**config.mk**
```make
export PLATFORM = sky130hd
export DESIGN_NAME = tank_drain_fill_sequencer
export DESIGN_NICKNAME = d
export VERILOG_FILES = /design/src/rtl/tdfs_pkg.sv /design/src/rtl/tank_drain_fill_sequencer.sv
export SDC_FILE = /design/constraint.sdc
export NUM_CORES = 1
export LEC_CHECK = 0
export BUFFER_PORTS_ARGS = -buffer_cell sky130_fd_sc_hd__buf_2
export CAP_MARGIN = 20
export CORE_MARGIN = 3
export CORE_UTILIZATION = 56
export CTS_CLUSTER_DIAMETER = 60
export CTS_CLUSTER_SIZE = 8
export DETAILED_ROUTE_END_ITERATION = 16
export PLACE_DENSITY_LB_ADDON = 0.25
export REMOVE_ABC_BUFFERS = 1
export SYNTH_ARGS = -nofsm -noshare
export SYNTH_HDL_FRONTEND = slang
export SYNTH_SLANG_ARGS = --single-unit
```
**constraint.sdc**
```tcl
create_clock -name aclk -period 11.5 [get_ports aclk]
set_input_delay 1.725 -clock aclk [delete_from_list [all_inputs] [get_ports aclk]]
set_output_delay 1.725 -clock aclk [all_outputs]
set_load 0.01 [all_outputs]
```
**src/rtl/tdfs_pkg.sv**
```systemverilog
// Shared types and constants for the tank drain and fill sequencer.
`default_nettype none

package tdfs_pkg;

    localparam int LEVEL_W    = 10;
    localparam int TIME_W     = 32;
    localparam int PAUSE_W    = 16;
    localparam int CFG_ADDR_W = 3;
    localparam int CFG_DATA_W = 32;
    localparam int S_DATA_W   = 48;
    localparam int M_DATA_W   = 48;

    typedef enum logic [2:0] {
        PH_IDLE  = 3'd0,
        PH_DRAIN = 3'd1,
        PH_PAUSE = 3'd2,
        PH_FILL  = 3'd3,
        PH_DONE  = 3'd4
    } phase_t;

    typedef enum logic [1:0] {
        KIND_NONE = 2'd0,
        KIND_DIRT = 2'd1,
        KIND_ROT  = 2'd2
    } kind_t;

    typedef enum logic [1:0] {
        OP_CHECK      = 2'd0,
        OP_START_DIRT = 2'd1,
        OP_START_ROT  = 2'd2,
        OP_CANCEL     = 2'd3
    } op_t;

    localparam logic [CFG_ADDR_W-1:0] CFG_DIRT_DRAIN    = 3'd0;
    localparam logic [CFG_ADDR_W-1:0] CFG_ROT_DRAIN     = 3'd1;
    localparam logic [CFG_ADDR_W-1:0] CFG_FILL_LEVEL    = 3'd2;
    localparam logic [CFG_ADDR_W-1:0] CFG_DIRT_COOLDOWN = 3'd3;
    localparam logic [CFG_ADDR_W-1:0] CFG_ROT_INTERVAL  = 3'd4;
    localparam logic [CFG_ADDR_W-1:0] CFG_PAUSE         = 3'd5;

    localparam logic [LEVEL_W-1:0] RST_DIRT_DRAIN    = 10'd250;
    localparam logic [LEVEL_W-1:0] RST_ROT_DRAIN     = 10'd500;
    localparam logic [LEVEL_W-1:0] RST_FILL_LEVEL    = 10'd1000;
    localparam logic [TIME_W-1:0]  RST_DIRT_COOLDOWN = 32'd3600000;
    localparam logic [TIME_W-1:0]  RST_ROT_INTERVAL  = 32'd7200000;
    localparam logic [PAUSE_W-1:0] RST_PAUSE         = 16'd2000;

endpackage

`default_nettype wire

```
**src/rtl/tank_drain_fill_sequencer.sv**
```systemverilog
// Top level of the tank drain and fill sequencer: input stage, sequencer and result stage.
`default_nettype none

// Each input transaction (periodic check, manual start, or cancel) yields exactly one
// result transaction showing pump drive, phase, kind and the last exchange record
// after that request. The block takes one transaction per cycle while the output is
// not stalled: a transaction is captured in an input register, the sequencer state and
// the result are computed from it and updated when it advances, and the result waits
// in an output register that drives m_tvalid and m_tdata. Configuration writes must
// be made while no transaction is in flight.
module tank_drain_fill_sequencer import tdfs_pkg::*; (
    input  wire logic                  aclk,
    input  wire logic                  aresetn,
    input  wire logic                  cfg_we,
    input  wire logic [CFG_ADDR_W-1:0] cfg_addr,
    input  wire logic [CFG_DATA_W-1:0] cfg_wdata,
    input  wire logic                  s_tvalid,
    output logic                       s_tready,
    // From bit 0: level[9:0], dirt_seen[10], now_ms[42:11], zero fill.
    input  wire logic [S_DATA_W-1:0]   s_tdata,
    // operation[1:0].
    input  wire logic [1:0]            s_tuser,
    output logic                       m_tvalid,
    input  wire logic                  m_tready,
    // From bit 0: drain_pump[0], fill_pump[1], phase[4:2], kind[6:5], in_progress[7],
    // accepted[8], last_success[9], last_duration_ms[41:10], zero fill.
    output logic [M_DATA_W-1:0]        m_tdata
);

    // Configuration registers.
    logic [LEVEL_W-1:0] dirt_drain_reg;
    logic [LEVEL_W-1:0] rot_drain_reg;
    logic [LEVEL_W-1:0] fill_level_reg;
    logic [TIME_W-1:0]  dirt_cooldown_reg;
    logic [TIME_W-1:0]  rot_interval_reg;
    logic [PAUSE_W-1:0] pause_reg;

    always_ff @(posedge aclk) begin
        if (!aresetn) begin
            dirt_drain_reg    <= RST_DIRT_DRAIN;
            rot_drain_reg     <= RST_ROT_DRAIN;
            fill_level_reg    <= RST_FILL_LEVEL;
            dirt_cooldown_reg <= RST_DIRT_COOLDOWN;
            rot_interval_reg  <= RST_ROT_INTERVAL;
            pause_reg         <= RST_PAUSE;
        end else if (cfg_we) begin
            case (cfg_addr)
                CFG_DIRT_DRAIN:    dirt_drain_reg    <= cfg_wdata[LEVEL_W-1:0];
                CFG_ROT_DRAIN:     rot_drain_reg     <= cfg_wdata[LEVEL_W-1:0];
                CFG_FILL_LEVEL:    fill_level_reg    <= cfg_wdata[LEVEL_W-1:0];
                CFG_DIRT_COOLDOWN: dirt_cooldown_reg <= cfg_wdata[TIME_W-1:0];
                CFG_ROT_INTERVAL:  rot_interval_reg  <= cfg_wdata[TIME_W-1:0];
                CFG_PAUSE:         pause_reg         <= cfg_wdata[PAUSE_W-1:0];
                default: ;
            endcase
        end
    end

    // Input stage.
    logic               in_valid_reg;
    op_t                in_op_reg;
    logic [LEVEL_W-1:0] in_level_reg;
    logic               in_dirt_reg;
    logic [TIME_W-1:0]  in_now_reg;
    logic               advance;

    assign advance  = in_valid_reg && (!m_tvalid || m_tready);
    assign s_tready = !in_valid_reg || advance;

    always_ff @(posedge aclk) begin
        if (!aresetn) begin
            in_valid_reg <= 1'b0;
        end else if (s_tready) begin
            in_valid_reg <= s_tvalid;
        end
    end

    always_ff @(posedge aclk) begin
        if (s_tvalid && s_tready) begin
            in_op_reg    <= op_t'(s_tuser);
            in_level_reg <= s_tdata[LEVEL_W-1:0];
            in_dirt_reg  <= s_tdata[LEVEL_W];
            in_now_reg   <= s_tdata[LEVEL_W+1 +: TIME_W];
        end
    end

    // Sequencer state.
    phase_t             phase_reg, phase_next;
    kind_t              kind_reg, kind_next;
    logic [LEVEL_W-1:0] drain_target_reg, drain_target_next;
    logic [TIME_W-1:0]  start_time_reg, start_time_next;
    logic [TIME_W-1:0]  pause_start_reg, pause_start_next;
    logic [TIME_W-1:0]  last_dirt_reg, last_dirt_next;
    logic [TIME_W-1:0]  last_rot_reg, last_rot_next;
    logic [TIME_W-1:0]  duration_reg, duration_next;
    logic               success_reg, success_next;
    logic               drain_pump_reg, drain_pump_next;
    logic               fill_pump_reg, fill_pump_next;
    logic               accepted_next;

    logic [TIME_W-1:0] dirt_elapsed;
    logic [TIME_W-1:0] rot_elapsed;
    logic [TIME_W-1:0] pause_elapsed;
    logic              dirt_cooled;
    logic              start_req;
    logic              start_now;
    kind_t             start_kind;

    assign dirt_elapsed  = in_now_reg - last_dirt_reg;
    assign rot_elapsed   = in_now_reg - last_rot_reg;
    assign pause_elapsed = in_now_reg - pause_start_reg;
    // A last dirt time of zero means no dirt exchange has happened yet.
    assign dirt_cooled   = (last_dirt_reg == '0) || (dirt_elapsed >= dirt_cooldown_reg);

    // Decide whether this transaction starts an exchange, and of which kind.
    always_comb begin
        start_req  = 1'b0;
        start_kind = KIND_DIRT;
        case (in_op_reg)
            OP_CHECK: begin
                if (phase_reg == PH_IDLE) begin
                    if (dirt_cooled && in_dirt_reg) begin
                        start_req  = 1'b1;
                        start_kind = KIND_DIRT;
                    end else if (rot_elapsed >= rot_interval_reg) begin
                        start_req  = 1'b1;
                        start_kind = KIND_ROT;
                    end
                end
            end
            OP_START_DIRT: begin
                start_req  = (phase_reg == PH_IDLE);
                start_kind = KIND_DIRT;
            end
            OP_START_ROT: begin
                start_req  = (phase_reg == PH_IDLE);
                start_kind = KIND_ROT;
            end
            default: ;
        endcase
    end

    assign start_now = start_req && advance;

    // Next state.
    always_comb begin
        phase_next        = phase_reg;
        kind_next         = kind_reg;
        drain_target_next = drain_target_reg;
        start_time_next   = start_time_reg;
        pause_start_next  = pause_start_reg;
        last_dirt_next    = last_dirt_reg;
        last_rot_next     = last_rot_reg;
        duration_next     = duration_reg;
        success_next      = success_reg;
        drain_pump_next   = drain_pump_reg;
        fill_pump_next    = fill_pump_reg;
        accepted_next     = 1'b0;

        if (start_req) begin
            phase_next        = PH_DRAIN;
            kind_next         = start_kind;
            drain_target_next = (start_kind == KIND_DIRT) ? dirt_drain_reg : rot_drain_reg;
            start_time_next   = in_now_reg;
            success_next      = 1'b0;
            drain_pump_next   = 1'b1;
            fill_pump_next    = 1'b0;
            if (start_kind == KIND_DIRT) begin
                last_dirt_next = in_now_reg;
            end else begin
                last_rot_next = in_now_reg;
            end
            accepted_next = (in_op_reg != OP_CHECK);
        end else if (in_op_reg == OP_CANCEL) begin
            if (phase_reg != PH_IDLE) begin
                phase_next      = PH_IDLE;
                kind_next       = KIND_NONE;
                success_next    = 1'b0;
                drain_pump_next = 1'b0;
                fill_pump_next  = 1'b0;
                accepted_next   = 1'b1;
            end
        end else if (in_op_reg == OP_CHECK) begin
            case (phase_reg)
                PH_IDLE: ;
                PH_DRAIN: begin
                    if (in_level_reg <= drain_target_reg) begin
                        drain_pump_next  = 1'b0;
                        pause_start_next = in_now_reg;
                        phase_next       = PH_PAUSE;
                    end
                end
                PH_PAUSE: begin
                    if (pause_elapsed >= {{(TIME_W-PAUSE_W){1'b0}}, pause_reg}) begin
                        fill_pump_next = 1'b1;
                        phase_next     = PH_FILL;
                    end
                end
                PH_FILL: begin
                    if (in_level_reg >= fill_level_reg) begin
                        fill_pump_next = 1'b0;
                        phase_next     = PH_DONE;
                    end
                end
                default: begin
                    duration_next = in_now_reg - start_time_reg;
                    success_next  = 1'b1;
                    phase_next    = PH_IDLE;
                    kind_next     = KIND_NONE;
                end
            endcase
        end
    end

    always_ff @(posedge aclk) begin
        if (!aresetn) begin
            phase_reg        <= PH_IDLE;
            kind_reg         <= KIND_NONE;
            drain_target_reg <= '0;
            start_time_reg   <= '0;
            pause_start_reg  <= '0;
            last_dirt_reg    <= '0;
            last_rot_reg     <= '0;
            duration_reg     <= '0;
            success_reg      <= 1'b0;
            drain_pump_reg   <= 1'b0;
            fill_pump_reg    <= 1'b0;
        end else if (advance) begin
            phase_reg        <= phase_next;
            kind_reg         <= kind_next;
            drain_target_reg <= drain_target_next;
            start_time_reg   <= start_time_next;
            pause_start_reg  <= pause_start_next;
            last_dirt_reg    <= last_dirt_next;
            last_rot_reg     <= last_rot_next;
            duration_reg     <= duration_next;
            success_reg      <= success_next;
            drain_pump_reg   <= drain_pump_next;
            fill_pump_reg    <= fill_pump_next;
        end
    end

    // Result word, built from the state after this transaction.
    logic [M_DATA_W-1:0] result_word;
    logic                in_progress_next;

    always_comb begin
        in_progress_next = (phase_next == PH_DRAIN) || (phase_next == PH_PAUSE)
                           || (phase_next == PH_FILL);
        result_word = {
            {(M_DATA_W-42){1'b0}},
            duration_next,
            success_next,
            accepted_next,
            in_progress_next,
            kind_next,
            phase_next,
            fill_pump_next,
            drain_pump_next
        };
    end

    // Output stage.
    logic                out_valid_reg;
    logic [M_DATA_W-1:0] out_data_reg;

    always_ff @(posedge aclk) begin
        if (!aresetn) begin
            out_valid_reg <= 1'b0;
        end else if (!m_tvalid || m_tready) begin
            out_valid_reg <= in_valid_reg;
        end
    end

    always_ff @(posedge aclk) begin
        if (advance) begin
            out_data_reg <= result_word;
        end
    end

    assign m_tvalid = out_valid_reg;
    assign m_tdata  = out_data_reg;

    // The pumps follow the phase: drain only while draining, fill only while filling.
    a_pumps_match_phase: assert property (@(posedge aclk) disable iff (!aresetn)
        m_tvalid |-> (m_tdata[0] == (m_tdata[4:2] == PH_DRAIN))
                  && (m_tdata[1] == (m_tdata[4:2] == PH_FILL)))
        else $error("pump drive does not match phase");

    // An exchange in progress always has a kind, and idle never does.
    a_kind_matches_phase: assert property (@(posedge aclk) disable iff (!aresetn)
        m_tvalid |-> (m_tdata[7] == (m_tdata[6:5] != KIND_NONE))
                  || (m_tdata[4:2] == PH_DONE))
        else $error("kind inconsistent with phase");

    // A periodic check never reports an accepted request.
    a_check_not_accepted: assert property (@(posedge aclk) disable iff (!aresetn)
        (advance && in_op_reg == OP_CHECK) |=> !m_tdata[8])
        else $error("periodic check reported as accepted");

    // A start leaves the sequencer draining with the drain pump on.
    a_start_drains: assert property (@(posedge aclk) disable iff (!aresetn)
        start_now |=> (phase_reg == PH_DRAIN) && drain_pump_reg && !success_reg)
        else $error("start did not enter the draining phase");

endmodule

`default_nettype wire

```
==> flow_metrics.env, run 1 <==
export IMPL_worst_setup_path_start_kind="register"
export IMPL_synth_seq_cells=377
export IMPL_worstReg2RegStart="in_now_reg[0]"
export IMPL_clock_latency_ns=0.59
export IMPL_end_kind="register"
export IMPL_drive_above_1_share=0.0885
export IMPL_required_ns=11.93
export IMPL_cts_resized=0
export IMPL_io_buffers=128
export IMPL_period_share=0.619
export IMPL_grtUsageTotal=0.268
export IMPL_critPathMaxStageDelay_ns=0.70
export IMPL_cpLargestDelayFamily="compound AO/OA/AOI/OAI gates"
export IMPL_final_nets=3168
export IMPL_multi_input_area_mm2=0.0130
export IMPL_ys_types=100
export IMPL_place_hpwl_mm=43.3
export IMPL_startpoint="in_now_reg[0]"
export IMPL_min_period_ns=7.12
export IMPL_seq_area_frac_synth=0.368
export IMPL_seq_area_mm2=0.00842
export IMPL_yosys_warnings=0
export IMPL_routedWlPerCell_um=17.4
export IMPL_largest_register_ffs=42
export IMPL_design_core_area_mm2=0.0400
export IMPL_async_flop_share=0
export IMPL_hold_start="dirt_cooldown_reg[12]"
export IMPL_fmax_mhz=140
export IMPL_final_setup_worst_slack_ns=4.38
export IMPL_detail_route_antenna_nets=0
export IMPL_cts_buffer_depth=3
export IMPL_die_width_um=208
export IMPL_clk_pin_slew_ns=0.05
export IMPL_cts_buffers=54
export IMPL_rsz0062_at_grt="false"
export IMPL_rows=73
export IMPL_antenna_found_initial=0
export IMPL_clock_sinks=377
export IMPL_p_leak_nw=9.97
export IMPL_cts_tree="built"
export IMPL_vias_per_cell=5.79
export IMPL_arrival_ns=7.55
export IMPL_crit_path_frequent_cell="a21oi_1"
export IMPL_setup_viol=0
export IMPL_start_util=0.572
export IMPL_ioPinCount=140
export IMPL_syn_inst=2762
export IMPL_ctsRootBufferMaster="clkbuf_16"
export IMPL_tightest_slew_ns=1.04
export IMPL_synth_edff_count=87
export IMPL_hold_viol_final=0
export IMPL_critPathKind="register to register"
export IMPL_wirelength_mm=59.3
export IMPL_hold_class="register to register"
export IMPL_ctsHoldBuffers=0
export IMPL_power_density_mw_per_mm2=139
export IMPL_setup_tns_final_ns=0
export IMPL_slew_headroom=0.302
export IMPL_num_vias=19699
export IMPL_h_tree_depth=2
export IMPL_grt_overflow_total=0
export IMPL_ir_drop_mv=0.111
export IMPL_maxSlewViolCount=0
export IMPL_drt_pre_antenna_iters=5
export IMPL_cp_max_fo=52
export IMPL_postCtsSetupBuffers=0
export IMPL_critical_path_slowest_cell="a31oi_1"
export IMPL_stdcell_count=3405
export IMPL_synth_flop_cell="dfxtp_1"
export IMPL_grt_max_degree=95
export IMPL_outcome="complete, no violations"
export IMPL_grt_pass1_vias=19083
export IMPL_die_y_um=208
export IMPL_syn_avg_cell_area_um2=8.28
export IMPL_grt_pass1_wl_mm=96.0
export IMPL_diodes=0
export IMPL_synth_area_mm2=0.0229
export IMPL_remaining_drc_errors=0
export IMPL_dp_cells=3312
export IMPL_fillers=3397
export IMPL_drt_iter0_drc=1229
export IMPL_worst_path_buf_inv=3
export IMPL_place_worst_setup_slack_ns=3.84
export IMPL_syn_to_final_growth_pct=10.9
export IMPL_cap_viol_max_count=0
export IMPL_die_area_mm2=0.0433
export IMPL_skew_ns=0.0290
export IMPL_gp_congestion=0.959
-- kinds of logic (layout without fill, tap and decap cells) --
kind of cell / Yosys count / count (layout) / synth area share
adder cells (fa/ha/maj): 231 / 231 / 0.128
AND/OR/NAND/NOR: 897 / 897 / 0.175
flip-flops: 377 / 377 / 0.368
XOR/XNOR: 98 / 98 / 0.0379
other: 1 / 6 / 0.000164
AO/OA/AOI/OAI: 732 / 732 / 0.201
multiplexers: 49 / 49 / 0.0216
buffers and inverters: 377 / 490 / 0.0678
-- layer usage --
| layer | wire [um] | part of all wire | vias up | GRT usage |
|---|---|---|---|---|
| li1 | - | - | 9802 | - |
| met1 | 26600 | 0.45 | 9206 | 0.361 |
| met2 | 27100 | 0.46 | 564 | 0.439 |
| met3 | 3750 | 0.063 | 127 | 0.0412 |
| met4 | 1870 | 0.032 | 0 | 0.0953 |
| met5 | 0 | 0 | - | 0 |
-- stage by stage --
step | util | cell area [um^2] | total power, mW | hold slack (ns)
2_1_floorplan | - | 22300 | 1.88 | 0.432
3_3_place_gp | 0.593 | 23700 | 2.04 | 0.437
3_5_place_dp | 0.593 | 23700 | 2.06 | 0.446
4_1_cts | 0.632 | 25300 | 3.54 | 0.453
5_1_grt | 0.634 | 25400 | 3.68 | 0.470
6_report | 0.634 | 25400 | 3.53 | 0.453
-- cell usage after synthesis (all sizes together), types with 4 or more instances --
| master | count | share of area |
|---|---|---|
| xnor2 | 63 | 0.024 |
| nand2 | 435 | 0.071 |
| o31a | 7 | 0.0027 |
| or3 | 8 | 0.0022 |
| and3 | 17 | 0.0049 |
| nand4 | 27 | 0.0074 |
| nor2 | 154 | 0.025 |
| nand2b | 25 | 0.0068 |
| nor2b | 24 | 0.0069 |
| a2111oi | 7 | 0.0038 |
| nand3b | 5 | 0.0016 |
| ha | 227 | 0.12 |
| o21a | 26 | 0.0086 |
| edfxtp | 87 | 0.11 |
| a221oi | 7 | 0.0030 |
| mux2i | 47 | 0.021 |
| buf | 34 | 0.0097 |
| a211oi | 24 | 0.0081 |
| dfxtp | 290 | 0.25 |
| fa | 4 | 0.0035 |
| nor3b | 5 | 0.0016 |
| o211ai | 48 | 0.016 |
| nand3 | 121 | 0.027 |
| xor2 | 35 | 0.014 |
| a21boi | 8 | 0.0028 |
| and2 | 10 | 0.0028 |
| o2111ai | 9 | 0.0037 |
| a31oi | 24 | 0.0068 |
| clkbuf | 88 | 0.016 |
| o21ai | 182 | 0.040 |
| inv | 255 | 0.042 |
| nor3 | 33 | 0.0074 |
| or2 | 8 | 0.0022 |
| nor4 | 13 | 0.0036 |
| o31ai | 12 | 0.0039 |
| a21o | 77 | 0.025 |
| o21bai | 16 | 0.0053 |
| o22ai | 7 | 0.0019 |
| a21oi | 239 | 0.053 |
-- tightest hold or removal path, stage by stage (launching register included) --
cell and delay [ns]:
dfxtp_1 0.30, nand2_1 0.05, a21oi_1 0.05
-- layout by cell type (no fill, tap or decap), drive strengths merged, types with 27 or more instances in the layout --
cell type / instances
o21ai: 182
nand4: 27
edfxtp: 87
xor2: 35
xnor2: 63
o211ai: 48
nor3: 33
mux2i: 47
ha: 227
nand2: 435
dfxtp: 290
buf: 146
a21o: 77
nor2: 154
a21oi: 239
inv: 256
nand3: 121
clkbuf: 86
-- final cells by class --
class,instances,area share
clock buffer,86,0.0593
clock inverter,3,0.00188
inverter,255,0.0379
multi-input combinational,2013,0.511
sequential,377,0.332
tap,525,0.0259
timing repair buffer,146,0.0318
-- worst paths after layout --
| check | endpoint | slack, ns | cells past startpoint |
|---|---|---|---|
| worst max-delay path | start_time_reg[23] | 4.38 | 25 |
| worst min-delay path | dirt_cooldown_reg[12] | 0.45 | 2 |
| worst max register to register | start_time_reg[23] | 4.38 | 25 |
| worst min register to register | dirt_cooldown_reg[12] | 0.45 | 2 |
-- where the power goes --
part	internal, mW	switching (mW)
Clock	0.902	0.573
Combinational	0.244	0.367
Sequential	1.40	0.0394
(Power assumes the default switching activity.)
==> inputs of run 2 (changes only) <==
- clock period: 11.5 -> 7.5 ns (I/O delays scaled with it)
==> flow_metrics.env, run 2 (synthesis gave the netlist of run 1 again) <==
export IMPL_setup_tns_final_ns=0
export IMPL_power_density_mw_per_mm2=211
export IMPL_p_leak_nw=10.0
export IMPL_outcome="complete, no violations"
export IMPL_fillers=3555
export IMPL_hold_viol_final=0
export IMPL_required_ns=7.96
export IMPL_remaining_drc_errors=0
export IMPL_fmax_mhz=152
export IMPL_slew_headroom=0.272
export IMPL_grt_pass1_vias=19191
export IMPL_maxSlewViolCount=0
export IMPL_period_share=0.879
export IMPL_rsz0062_at_grt="false"
export IMPL_cts_tree="built"
export IMPL_cts_buffers=53
export IMPL_min_period_ns=6.59
export IMPL_design_core_area_mm2=0.0400
export IMPL_ioPinCount=140
export IMPL_final_common_cell="nand2_1"
export IMPL_start_util=0.572
export IMPL_wirelength_mm=60.3
export IMPL_die_width_um=208
export IMPL_end_kind="register"
export IMPL_final_nets=3176
export IMPL_detail_route_antenna_nets=0
export IMPL_cts_buffer_depth=3
export IMPL_cp_max_fo=64
export IMPL_num_vias=19692
export IMPL_antenna_found_initial=1
export IMPL_setup_viol=0
export IMPL_ctsRootBufferMaster="clkbuf_16"
export IMPL_diodes=0
export IMPL_gp_congestion=0.943
export IMPL_cap_viol_max_count=0
export IMPL_clock_latency_ns=0.59
export IMPL_tightest_slew_ns=1.09
export IMPL_dp_cells=3324
export IMPL_ctsHoldBuffers=0
export IMPL_vias_per_cell=5.77
export IMPL_grt_pass1_wl_mm=97.9
export IMPL_grt_overflow_total=0
export IMPL_rows=73
export IMPL_multi_input_area_mm2=0.0130
export IMPL_place_hpwl_mm=44.0
export IMPL_hold_class="register to register"
export IMPL_critPathKind="register to register"
export IMPL_worst_setup_path_start_kind="register"
export IMPL_final_cell_mix="nand2_1, dfxtp_1, inv_1, a21oi_1, ha_1"
export IMPL_arrival_ns=7.05
export IMPL_drive_above_1_share=0.0915
export IMPL_die_area_mm2=0.0433
export IMPL_whs_ns=0.452
export IMPL_drt_iter0_drc=1240
export IMPL_skew_ns=0.0229
export IMPL_seq_area_mm2=0.00842
export IMPL_die_y_um=208
export IMPL_io_buffers=128
export IMPL_ir_drop_mv=0.160
export IMPL_grt_max_degree=95
export IMPL_cts_resized=0
export IMPL_stdcell_count=3411
export IMPL_h_tree_depth=2
export IMPL_postCtsSetupBuffers=0
export IMPL_syn_to_final_growth_pct=11.1
export IMPL_clk_pin_slew_ns=0.05
export IMPL_largest_register_ffs=42
export IMPL_final_setup_worst_slack_ns=0.908
export IMPL_clock_sinks=377
export IMPL_grtUsageTotal=0.273
export IMPL_place_worst_setup_slack_ns=1.01
export IMPL_drt_pre_antenna_iters=5
export IMPL_postLayoutCoreUtil=0.635
export IMPL_routedWlPerCell_um=17.7
-- run 2: final timing paths --
path | start | end | slack (ns) | cells past startpoint
max reg2reg | in_now_reg[8] | last_dirt_reg[28] | 0.91 | 25
max | in_now_reg[8] | last_dirt_reg[28] | 0.91 | 25
min | duration_reg[4] | duration_reg[4] | 0.45 | 2
min reg2reg | duration_reg[4] | duration_reg[4] | 0.45 | 2
-- run 2: where the power goes --
| group | total (mW) | internal (mW) | switching, mW |
|---|---|---|---|
| Combinational | 0.957 | 0.381 | 0.576 |
| Sequential | 2.20 | 2.15 | 0.0552 |
| Clock | 2.21 | 1.35 | 0.861 |
-- run 2: metrics by stage --
| stage | instance area [um^2] | power (mW) |
|---|---|---|
| after global routing | 25400 | 5.62 |
| after floorplan | 22300 | 2.89 |
| final | 25400 | 5.37 |
| after global placement | 23900 | 3.15 |
| after detailed placement | 23900 | 3.18 |
| after CTS | 25400 | 5.40 |
-- run 2: layout make-up --
type / count / share of cell area
clock buffer: 84 / 0.0592
clock inverter: 2 / 0.000542
inverter: 255 / 0.0378
multi-input combinational: 2013 / 0.510
sequential: 377 / 0.331
tap: 525 / 0.0258
timing repair buffer: 155 / 0.0355
-- run 2: routing by layer --
layer | vias up | track usage | routed length [um]
met4 | 0 | 0.0693 | 1250
met5 | - | 0 | 0
li1 | 9817 | - | -
met1 | 9290 | 0.370 | 27500
met3 | 88 | 0.0419 | 3470
met2 | 497 | 0.458 | 28100
-- run 2: worst max-delay path: stages, from the launching register on --
cell       delay, ns
edfxtp_1        0.57
ha_1            0.44
nand2_1         0.08
nor2_1          0.19
o2111ai_1       0.20
a211oi_1        0.45
o31ai_1         0.16
a21oi_1         0.38
a21boi_1        0.21
o31a_1          0.42
mux2i_1         0.14
a221oi_1        0.32
ha_1            0.33
a21o_1          0.19
a21o_1          0.17
a21oi_1         0.27
and4b_1         0.30
a22o_1          0.18
a31oi_1         0.07
buf_4           0.19
a41oi_2         0.22
buf_4           0.30
o2111ai_4       0.18
buf_12          0.25
nand3_1         0.13
o21ai_1         0.08
